**src/rtl/hsv_to_rgb_converter_assert.svh**
```systemverilog
// ----------------------------------------------------------------------------
// HSV to RGB converter assertion macros
// Shared property forms for the converter checks.
// ----------------------------------------------------------------------------
`ifndef HSV_TO_RGB_CONVERTER_ASSERT_SVH
`define HSV_TO_RGB_CONVERTER_ASSERT_SVH

// Consequent must hold at the delay n after the antecedent
`define HSVRGB_ASSERT_DELAY(label, clk, rst_n, ante, n, cons) \
  label: assert property (@(posedge clk) disable iff (!rst_n) (ante) |-> ##n (cons)) \
    else $error("assertion failed: label");

// Consequent must hold whenever the antecedent holds
`define HSVRGB_ASSERT_IMPL(label, clk, rst_n, ante, cons) \
  label: assert property (@(posedge clk) disable iff (!rst_n) (ante) |-> (cons)) \
    else $error("assertion failed: label");

`endif

```
**src/rtl/hsvrgb_pkg.sv**
```systemverilog
// ----------------------------------------------------------------------------
// HSV to RGB converter package
// Transaction types, sector codes, scaling constants and the hue split.
// ----------------------------------------------------------------------------
package hsvrgb_pkg;

  localparam int unsigned DegPerSector = 60;
  localparam int unsigned NumSectors   = 6;
  localparam int unsigned FracFull     = 255;
  localparam int unsigned ScalePqt     = DegPerSector * FracFull;
  // Reciprocal of ScalePqt in 2^-30 units, rounded down
  localparam int unsigned RecipShift   = 30;
  localparam int unsigned RecipMul     = (1 << RecipShift) / ScalePqt;

  typedef struct packed {
    logic [8:0] hue;
    logic [7:0] saturation;
    logic [7:0] brightness;
  } hsv_in_t;

  typedef struct packed {
    logic [7:0] red;
    logic [7:0] green;
    logic [7:0] blue;
  } rgb_out_t;

  // Hue sectors, named by the colours they run between
  typedef enum logic [2:0] {
    SEC_R_Y = 3'd0,
    SEC_Y_G = 3'd1,
    SEC_G_C = 3'd2,
    SEC_C_B = 3'd3,
    SEC_B_M = 3'd4,
    SEC_M_R = 3'd5
  } sector_t;

  typedef struct packed {
    sector_t    sect;
    logic [5:0] rem;
  } hue_split_t;

  // Split a hue into its sector and the degrees into that sector
  function automatic hue_split_t hue_split(input logic [8:0] hue);
    hue_split_t res;
    logic [3:0] cnt;
    logic [8:0] base;
    cnt = '0;
    for (int k = 1; k <= 8; k++) begin
      if (hue >= 9'(k * DegPerSector)) begin
        cnt = cnt + 4'd1;
      end
    end
    base = 9'(cnt * DegPerSector);
    res.rem = 6'(hue - base);
    if (cnt >= 4'(NumSectors)) begin
      res.sect = sector_t'(3'(cnt - 4'(NumSectors)));
    end else begin
      res.sect = sector_t'(3'(cnt));
    end
    return res;
  endfunction

endpackage

```
**src/rtl/hsvrgb_div15300.sv**
```systemverilog
// ----------------------------------------------------------------------------
// Constant divider by 15300
// Two-stage reciprocal multiply with a single remainder correction.
// ----------------------------------------------------------------------------
module hsvrgb_div15300
  import hsvrgb_pkg::*;
(
  input  logic        clk,
  input  logic [21:0] num,
  output logic [7:0]  quot
);

  logic [38:0] prod;
  logic [7:0]  est_r, est_nxt;
  logic [21:0] num_r;
  logic [21:0] back;
  logic [21:0] rem;

  // Estimate the quotient; it is exact or one short
  assign prod    = 39'(num) * 39'(RecipMul);
  assign est_nxt = prod[RecipShift +: 8];

  // Hold the estimate alongside its numerator
  always_ff @(posedge clk) begin
    est_r <= est_nxt;
    num_r <= num;
  end

  // Correct the estimate by one where the remainder is a full divisor
  assign back = 22'(est_r) * 22'(ScalePqt);
  assign rem  = num_r - back;
  assign quot = (rem >= 22'(ScalePqt)) ? est_r + 8'd1 : est_r;

endmodule

```
**src/rtl/hsv_to_rgb_converter.sv**
```systemverilog
// ----------------------------------------------------------------------------
// HSV to RGB converter
// out_valid is registered alongside each result, the valid bits moving with the data.
// Throughput: one transaction per cycle; busy stays low, no stalls.
// Depth is set by the two chained multiplies and the two-stage divider.
// Reset clears the stage valid bits only; no result appears until fed.
// ----------------------------------------------------------------------------
`include "hsv_to_rgb_converter_assert.svh"

module hsv_to_rgb_converter
  import hsvrgb_pkg::*;
(
  input  logic     clk,
  input  logic     rst_n,
  input  logic     start,
  output logic     busy,
  input  hsv_in_t  in_data,
  output logic     out_valid,
  output rgb_out_t out_data
);

  logic [4:0]  vld_r, vld_nxt;

  hue_split_t  split;
  sector_t     sect1_r, sect2_r, sect3_r, sect4_r;
  logic [5:0]  rem1_r;
  logic [7:0]  sat1_r;
  logic [7:0]  bri1_r, bri2_r, bri3_r, bri4_r;
  logic [13:0] rs2_r, rsc2_r;
  logic [7:0]  nsat2_r;
  logic [21:0] nq3_r, nt3_r;
  logic [15:0] np3_r;
  logic [16:0] psum;
  logic [7:0]  p4_r;
  logic [7:0]  qv, tv;
  rgb_out_t    out_r, out_nxt;

  // Never refuse a transaction
  assign busy = 1'b0;

  // Advance valid bits with the data
  assign vld_nxt = {vld_r[3:0], start & ~busy};

  always_ff @(posedge clk) begin
    if (!rst_n) begin
      vld_r <= '0;
    end else begin
      vld_r <= vld_nxt;
    end
  end

  // Stage 1: split hue into sector and remainder
  assign split = hue_split(in_data.hue);

  always_ff @(posedge clk) begin
    sect1_r <= split.sect;
    rem1_r  <= split.rem;
    sat1_r  <= in_data.saturation;
    bri1_r  <= in_data.brightness;
  end

  // Stage 2: weight saturation by the fraction and its complement
  always_ff @(posedge clk) begin
    rs2_r   <= 14'(rem1_r) * 14'(sat1_r);
    rsc2_r  <= 14'(6'(DegPerSector) - rem1_r) * 14'(sat1_r);
    nsat2_r <= 8'(FracFull) - sat1_r;
    sect2_r <= sect1_r;
    bri2_r  <= bri1_r;
  end

  // Stage 3: scale brightness into the p, q and t numerators
  always_ff @(posedge clk) begin
    nq3_r   <= 22'(bri2_r) * 22'(14'(ScalePqt) - rs2_r);
    nt3_r   <= 22'(bri2_r) * 22'(14'(ScalePqt) - rsc2_r);
    np3_r   <= 16'(bri2_r) * 16'(nsat2_r);
    sect3_r <= sect2_r;
    bri3_r  <= bri2_r;
  end

  // Stage 4: divide p by 255, exact for every product of two 8-bit codes
  assign psum = 17'(np3_r) + 17'(np3_r[15:8]) + 17'd1;

  always_ff @(posedge clk) begin
    p4_r    <= psum[15:8];
    sect4_r <= sect3_r;
    bri4_r  <= bri3_r;
  end

  // Stages 4 and 5: divide q and t by 15300
  hsvrgb_div15300 u_div_q (
    .clk  (clk),
    .num  (nq3_r),
    .quot (qv)
  );

  hsvrgb_div15300 u_div_t (
    .clk  (clk),
    .num  (nt3_r),
    .quot (tv)
  );

  // Stage 5: route p, q, t and v by sector
  always_comb begin
    case (sect4_r)
      SEC_R_Y: out_nxt = '{red: bri4_r, green: tv,     blue: p4_r};
      SEC_Y_G: out_nxt = '{red: qv,     green: bri4_r, blue: p4_r};
      SEC_G_C: out_nxt = '{red: p4_r,   green: bri4_r, blue: tv};
      SEC_C_B: out_nxt = '{red: p4_r,   green: qv,     blue: bri4_r};
      SEC_B_M: out_nxt = '{red: tv,     green: p4_r,   blue: bri4_r};
      default: out_nxt = '{red: bri4_r, green: p4_r,   blue: qv};
    endcase
  end

  always_ff @(posedge clk) begin
    out_r <= out_nxt;
  end

  assign out_valid = vld_r[4];
  assign out_data  = out_r;

  // Checks: strobe timing, grey on zero saturation, v always present
  `HSVRGB_ASSERT_DELAY(a_latency, clk, rst_n, start && !busy, 5, out_valid)
  `HSVRGB_ASSERT_DELAY(a_grey, clk, rst_n, start && !busy && in_data.saturation == 8'd0, 5, out_data.red == $past(in_data.brightness, 5) && out_data.green == $past(in_data.brightness, 5) && out_data.blue == $past(in_data.brightness, 5))
  `HSVRGB_ASSERT_DELAY(a_value_kept, clk, rst_n, start && !busy, 5, out_data.red == $past(in_data.brightness, 5) || out_data.green == $past(in_data.brightness, 5) || out_data.blue == $past(in_data.brightness, 5))

endmodule

```
**config.mk**
```make
export PLATFORM = sky130hd
export DESIGN_NAME = hsv_to_rgb_converter
export DESIGN_NICKNAME = d
export VERILOG_FILES = /design/src/rtl/hsvrgb_pkg.sv /design/src/rtl/hsvrgb_div15300.sv /design/src/rtl/hsv_to_rgb_converter.sv
export VERILOG_INCLUDE_DIRS = /design/src /design/src/rtl
export SDC_FILE = /design/constraint.sdc
export NUM_CORES = 2
export LEC_CHECK = 0
export BUFFER_PORTS_ARGS = -buffer_cell sky130_fd_sc_hd__buf_2
export CAP_MARGIN = 20
export CORE_MARGIN = 3
export CORE_UTILIZATION = 50
export CTS_CLUSTER_SIZE = 12
export DETAILED_ROUTE_END_ITERATION = 16
export GPL_TIMING_DRIVEN = 1
export PLACE_DENSITY = 0.67
export RECOVER_POWER = 100
export SKIP_LAST_GASP = 1
export SLEW_MARGIN = 25
export SYNTH_ARGS = -nofsm -noshare
export SYNTH_HDL_FRONTEND = slang
export SYNTH_SLANG_ARGS = --single-unit
export TNS_END_PERCENT = 50
```
**constraint.sdc**
```tcl
create_clock -name clk -period 15 [get_ports clk]
set_input_delay 1.5 -clock clk [delete_from_list [all_inputs] [get_ports clk]]
set_output_delay 1.5 -clock clk [all_outputs]
set_load 0.03 [all_outputs]
```
---- Yosys cells after proc, flatten, opt, wreduce, memory -nomap -nowiden ----
Index checks and enable logic that the tools add are counted.
word-level totals
  bits in registers ....................... 251
  input bits .............................. 28
  output and inout bits ................... 26
  logic and storage cells ................. 82
operators by class
  $add $sub $neg .......................... 19
  multipliers ............................. 10
  order comparisons ....................... 11
  equal/unequal tests ..................... 4
  muxes and demuxes ....................... 12
  reductions and logical operators ........ 1
operator list
  operator                                                number
  one-hot mux 24 bit (5 select lines)                     1
  multiplier 22 x 17 -> 38 bit (second input constant)    2
  >= comparator 22 x 14 -> 1 bit (second input constant)  2
  multiplier 9 x 15 -> 22 bit                             2
  subtractor 22 bit                                       2
  multiplier 8 x 12 -> 20 bit (second input constant)     2
  >= comparator 9 bit (second input constant)             4
  subtractor 14 x 14 -> 15 bit (first input constant)     2
  adder 4 x 1 -> 4 bit (second input constant)            6
  2-to-1 mux 4 bit                                        6
  >= comparator 9 x 8 -> 1 bit (second input constant)    2
  adder 16 x 1 -> 16 bit (second input constant)          1
  adder 16 x 8 -> 16 bit                                  1
  adder 8 x 1 -> 8 bit (second input constant)            2
  multiplier 8 x 8 -> 16 bit                              1
  2-to-1 mux 8 bit                                        2
  multiplier 6 x 8 -> 14 bit                              1
  multiplier 7 x 9 -> 14 bit                              1
  >= comparator 9 x 6 -> 1 bit (second input constant)    1
  >= comparator 9 x 7 -> 1 bit (second input constant)    1
  subtractor 8 bit (first input constant)                 1
  subtractor 6 x 6 -> 7 bit (first input constant)        1
  == test 3 x 2 -> 1 bit (second input constant)          2
  subtractor 6 bit                                        1
  10 further kinds                                        10

---- Logic depth before layout (Yosys ltp) ----
  word-level depth ........................ 18
  mapped depth ............................ 31
  depth with buffers taken out ............ 31

---- Modules after synthesis ----
From an unflattened synthesis, not the netlist that was laid out.
unflattened totals
  cell total of the unflattened synthesis .. 3860
  area, all modules ....................... 35039.9 µm²
by module, submodules not included
  module                      instances  cells each  area an instance (µm²)  sequential area each (µm²)
  hsv_to_rgb_converter        1          2192        19806.5                 3783.6
  hsvrgb_div15300 at u_div_t  1          842         7663.6                  560.5
  hsvrgb_div15300 at u_div_q  1          826         7569.8                  560.5

---- Worst setup path before layout ----
Ideal clock, no wire load.
  path kind ............................... register to register
  start point ............................. register u_div_t.est_r[5]
  end point ............................... register out_r, in the netlist out_data[7]
  library setup time ...................... 122 ps
  data arrival time ....................... 6630 ps
  data required time ...................... 14878 ps
  slack ................................... 8248 ps
  stages on the path, launching flop included .. 26
  buffers on the path ..................... 0
  clock period less this slack ............ 6752 ps
  path through ............................ dfxtp_1 > fa_1 > inv_1 > fa_1 > inv_1 > fa_1 > fa_1 > ha_1 > o21ai_0 > a21oi_1 > o21ai_0 > a21oi_1 > o21a_1 > nor2_1 > xor2_1 > ha_1 > inv_1 > a222oi_1 > nand4_1 > a311o_1 > a2111oi_0 > o211ai_1 > o31ai_4 > nor4_1 > or2_2 > a221o_1
RTL lines
  element                 RTL line                     text
  from (decl)             hsvrgb_div15300.sv:14        logic [7:0] est_r, est_nxt;
  from (signal assigned)  hsvrgb_div15300.sv:25        est_r <= est_nxt;
  to (signal assigned)    hsv_to_rgb_converter.sv:115  out_r <= out_nxt;
  to (decl)               hsv_to_rgb_converter.sv:36   rgb_out_t out_r, out_nxt;

==> flow_metrics.env <==
export IMPL_synth_top_family_by_area="adder cells"
export IMPL_synth_ff_type="dfxtp_1"
export IMPL_synth_edf_count=0
export IMPL_hold_viol=0
export IMPL_critPathKind="reg2reg"
export IMPL_rows=95
export IMPL_clk_latency_ns=0.57
export IMPL_synth_xor_area_share_pct=5.00
export IMPL_fin_crit_ns=9.70
export IMPL_synthDistinctLibCells=83
export IMPL_max_freq_ghz=0.103
export IMPL_grt_max_degree=42
export IMPL_core_area_sq_um=67300
export IMPL_cp_arrival_ns=10.19
export IMPL_synth_seq_cells=245
export IMPL_cts_tree="done"
export IMPL_synthMuxAreaShare_pct=0.603
export IMPL_hold_path_class="reg2reg"
export IMPL_cp_end_kind="flop"
export IMPL_crit_required_ns=15.49
export IMPL_via_per_inst=5.17
export IMPL_wire_per_inst_um=15.0
export IMPL_synth_compound_area_share_pct=9.22
export IMPL_violations="capacitance limit, slew limit"
export IMPL_cts_resized=0
export IMPL_design_area_sq_um=36300
export IMPL_synth_area_leaders="fa_1 26%, ha_1 23%, dfxtp_1 14%"
export IMPL_drv_slew=324
export IMPL_wl_met2_um=32700
export IMPL_synth_top_area_share_pct=26.4
export IMPL_synth_simple_gate_area_share_pct=11.9
export IMPL_cts_sinks=245
export IMPL_async_flop_share_pct=0
export IMPL_drc=0
export IMPL_io_pins=54
export IMPL_vias=24000
export IMPL_initial_utilization_pct=50.6
export IMPL_clk_pin_slew_ns=0.06
export IMPL_status="finished, violations left"
export IMPL_startpoint_type="flop"
export IMPL_die_h_um=267
export IMPL_die_area_sq_um=71200
export IMPL_drt_iter0_drc=1211
export IMPL_htreeDepth=1
export IMPL_wl_um=69800
export IMPL_rrSetupSlack_ns=5.30
export IMPL_worst_hold_slack_ns=0.325
export IMPL_cts_setup_buffers=0
export IMPL_synth_avg_cell_area_sq_um=9.15
export IMPL_chipWidth_um=267
export IMPL_slew_headroom_pct=-108
export IMPL_cts_max_path_buffers=3
export IMPL_critPathMaxFanout=12
export IMPL_routed_wl_met3_um=2690
export IMPL_grt_pass1_wl_um=120000
export IMPL_synthAdderAreaFrac_pct=48.9
export IMPL_netlist_area_sq_um=34000
export IMPL_grt_ovfl_total=0
export IMPL_first_global_vias=24500
export IMPL_syn_nets=4806
export IMPL_highest_layer="met5"
export IMPL_placed_area_sq_um=35200
export IMPL_fin_tns_setup_ns=0
export IMPL_synth_warnings=0
export IMPL_seq_area_frac_synth_pct=14.4
export IMPL_clk_root_buffer_cell="clkbuf_16"
export IMPL_worstMarginPinSlew_ns=3.04
export IMPL_antenna_found_initial=1
export IMPL_cts_made_buffers=30
export IMPL_setup_viol=0
export IMPL_routabilityCongestion=0.881
export IMPL_layout_common_cells="826 x inv_1, 613 x ha_1, 448 x fa_1, 284 x nand2_1, 245 x dfxtp_1"
export IMPL_placement_io_buffers=52
export IMPL_synth_top_area_cell="fa_1"
export IMPL_final_common_cell="inv_1"
export IMPL_first_pass_iters=6
export IMPL_gr_usage_all_layers_pct=20.4
export IMPL_wl_met1_um=33000
export IMPL_drive_above_1_share_pct=2.71
export IMPL_rsz0062_at_grt="no"
export IMPL_maxCapViolCount=9
export IMPL_finalClockSkew_ns=0.0218
export IMPL_final_period_utilization_pct=64.7
export IMPL_antenna_left=0
export IMPL_syn_to_final_growth_pct=6.59
export IMPL_hpwl_um=57200
export IMPL_layout_nets=4833
export IMPL_hold_buffers=0
export IMPL_synthCells=3717
metal layers:
metal / global-route usage, % / vias up
met2: 34.5 / 387
li1: - / 11900
met1: 28.6 / 11700
met5: 0 / -
met3: 1.90 / 87
met4: 4.19 / 2
stage by stage:
stage | utilization, % | instances | setup slack (ns)
floorplan | - | 3717 | 8.25
detailed placement | 52.3 | 4585 | 7.15
global placement | 52.3 | 4585 | 7.24
CTS | 54.0 | 4639 | 7.17
global route | 53.9 | 4639 | 4.59
finish | 53.9 | 4640 | 5.30
layout make-up:
cell class	instances	area, sq um
Multi-Input combinational cell	2575	25700
Antenna cell	1	2.50
Fill cell	6192	31000
Timing Repair Buffer	65	290
Inverter	827	3100
Clock buffer	40	860
Tap cell	873	1090
Clock inverter	14	284
Sequential cell	245	4900
worst max-delay path, stage by stage (launching register included):
cell and delay (ns):
dfxtp_1 0.49, fa_1 0.69, inv_1 0.08, fa_1 0.54, inv_1 0.06, fa_1 0.50
fa_1 0.49, ha_1 0.35, o21ai_0 0.12, a21boi_0 0.12, o21ai_0 0.15, nand2b_1 0.10
a21o_1 0.18, a21oi_1 0.21, o21ai_0 0.14, xnor2_1 0.14, ha_1 0.32, inv_1 0.09
o32ai_1 0.08, nor3_1 0.18, o211ai_1 0.11, a2111oi_0 0.54, o21ai_0 0.18, a2111oi_0 2.39
xnor2_1 0.72, o211ai_1 0.40, a21oi_1 0.10, a31oi_1 0.15
worst paths after layout:
path	from	endpoint	depth (start not counted)
worst max-delay path	u_div_q.est_r[5]	out_data[16]	27
worst min-delay path	bri1_r[3]	bri2_r[3]	0
worst min register to register	bri1_r[3]	bri2_r[3]	0
worst max register to register	u_div_q.est_r[5]	out_data[16]	27
sequential cells by signal, summed over array words and instances, names as in the netlist, 13 cells and up:
register / count
out_data: 24
nt3_r: 22
nq3_r: 21
u_div_q.num_r: 20
u_div_t.num_r: 20
np3_r: 16
rsc2_r: 14
rs2_r: 13
cell families (layout without fill, tap and decap cells):
group | Yosys count | count (layout)
AND/OR/NAND/NOR | 832 | 832
AO/OA/AOI/OAI | 470 | 470
XOR/XNOR | 191 | 191
multiplexers | 20 | 20
adder cells (fa/ha/maj) | 1061 | 1061
flip-flops | 245 | 245
other | 1 | 2
buffers and inverters | 897 | 946
cell usage after synthesis, types with 33 or more instances:
cell type	number
o21ai_0	97
nor3_1	35
nand3_1	47
a21oi_1	132
inv_1	826
dfxtp_1	245
nand2_1	284
xor2_1	55
a21o_1	33
ha_1	613
clkbuf_1	67
and2_1	214
xnor2_1	134
fa_1	448
nor2_1	147
Power is not shown: default switching activity piles up to over one toggle a cycle in this logic, so the estimate is an artifact.
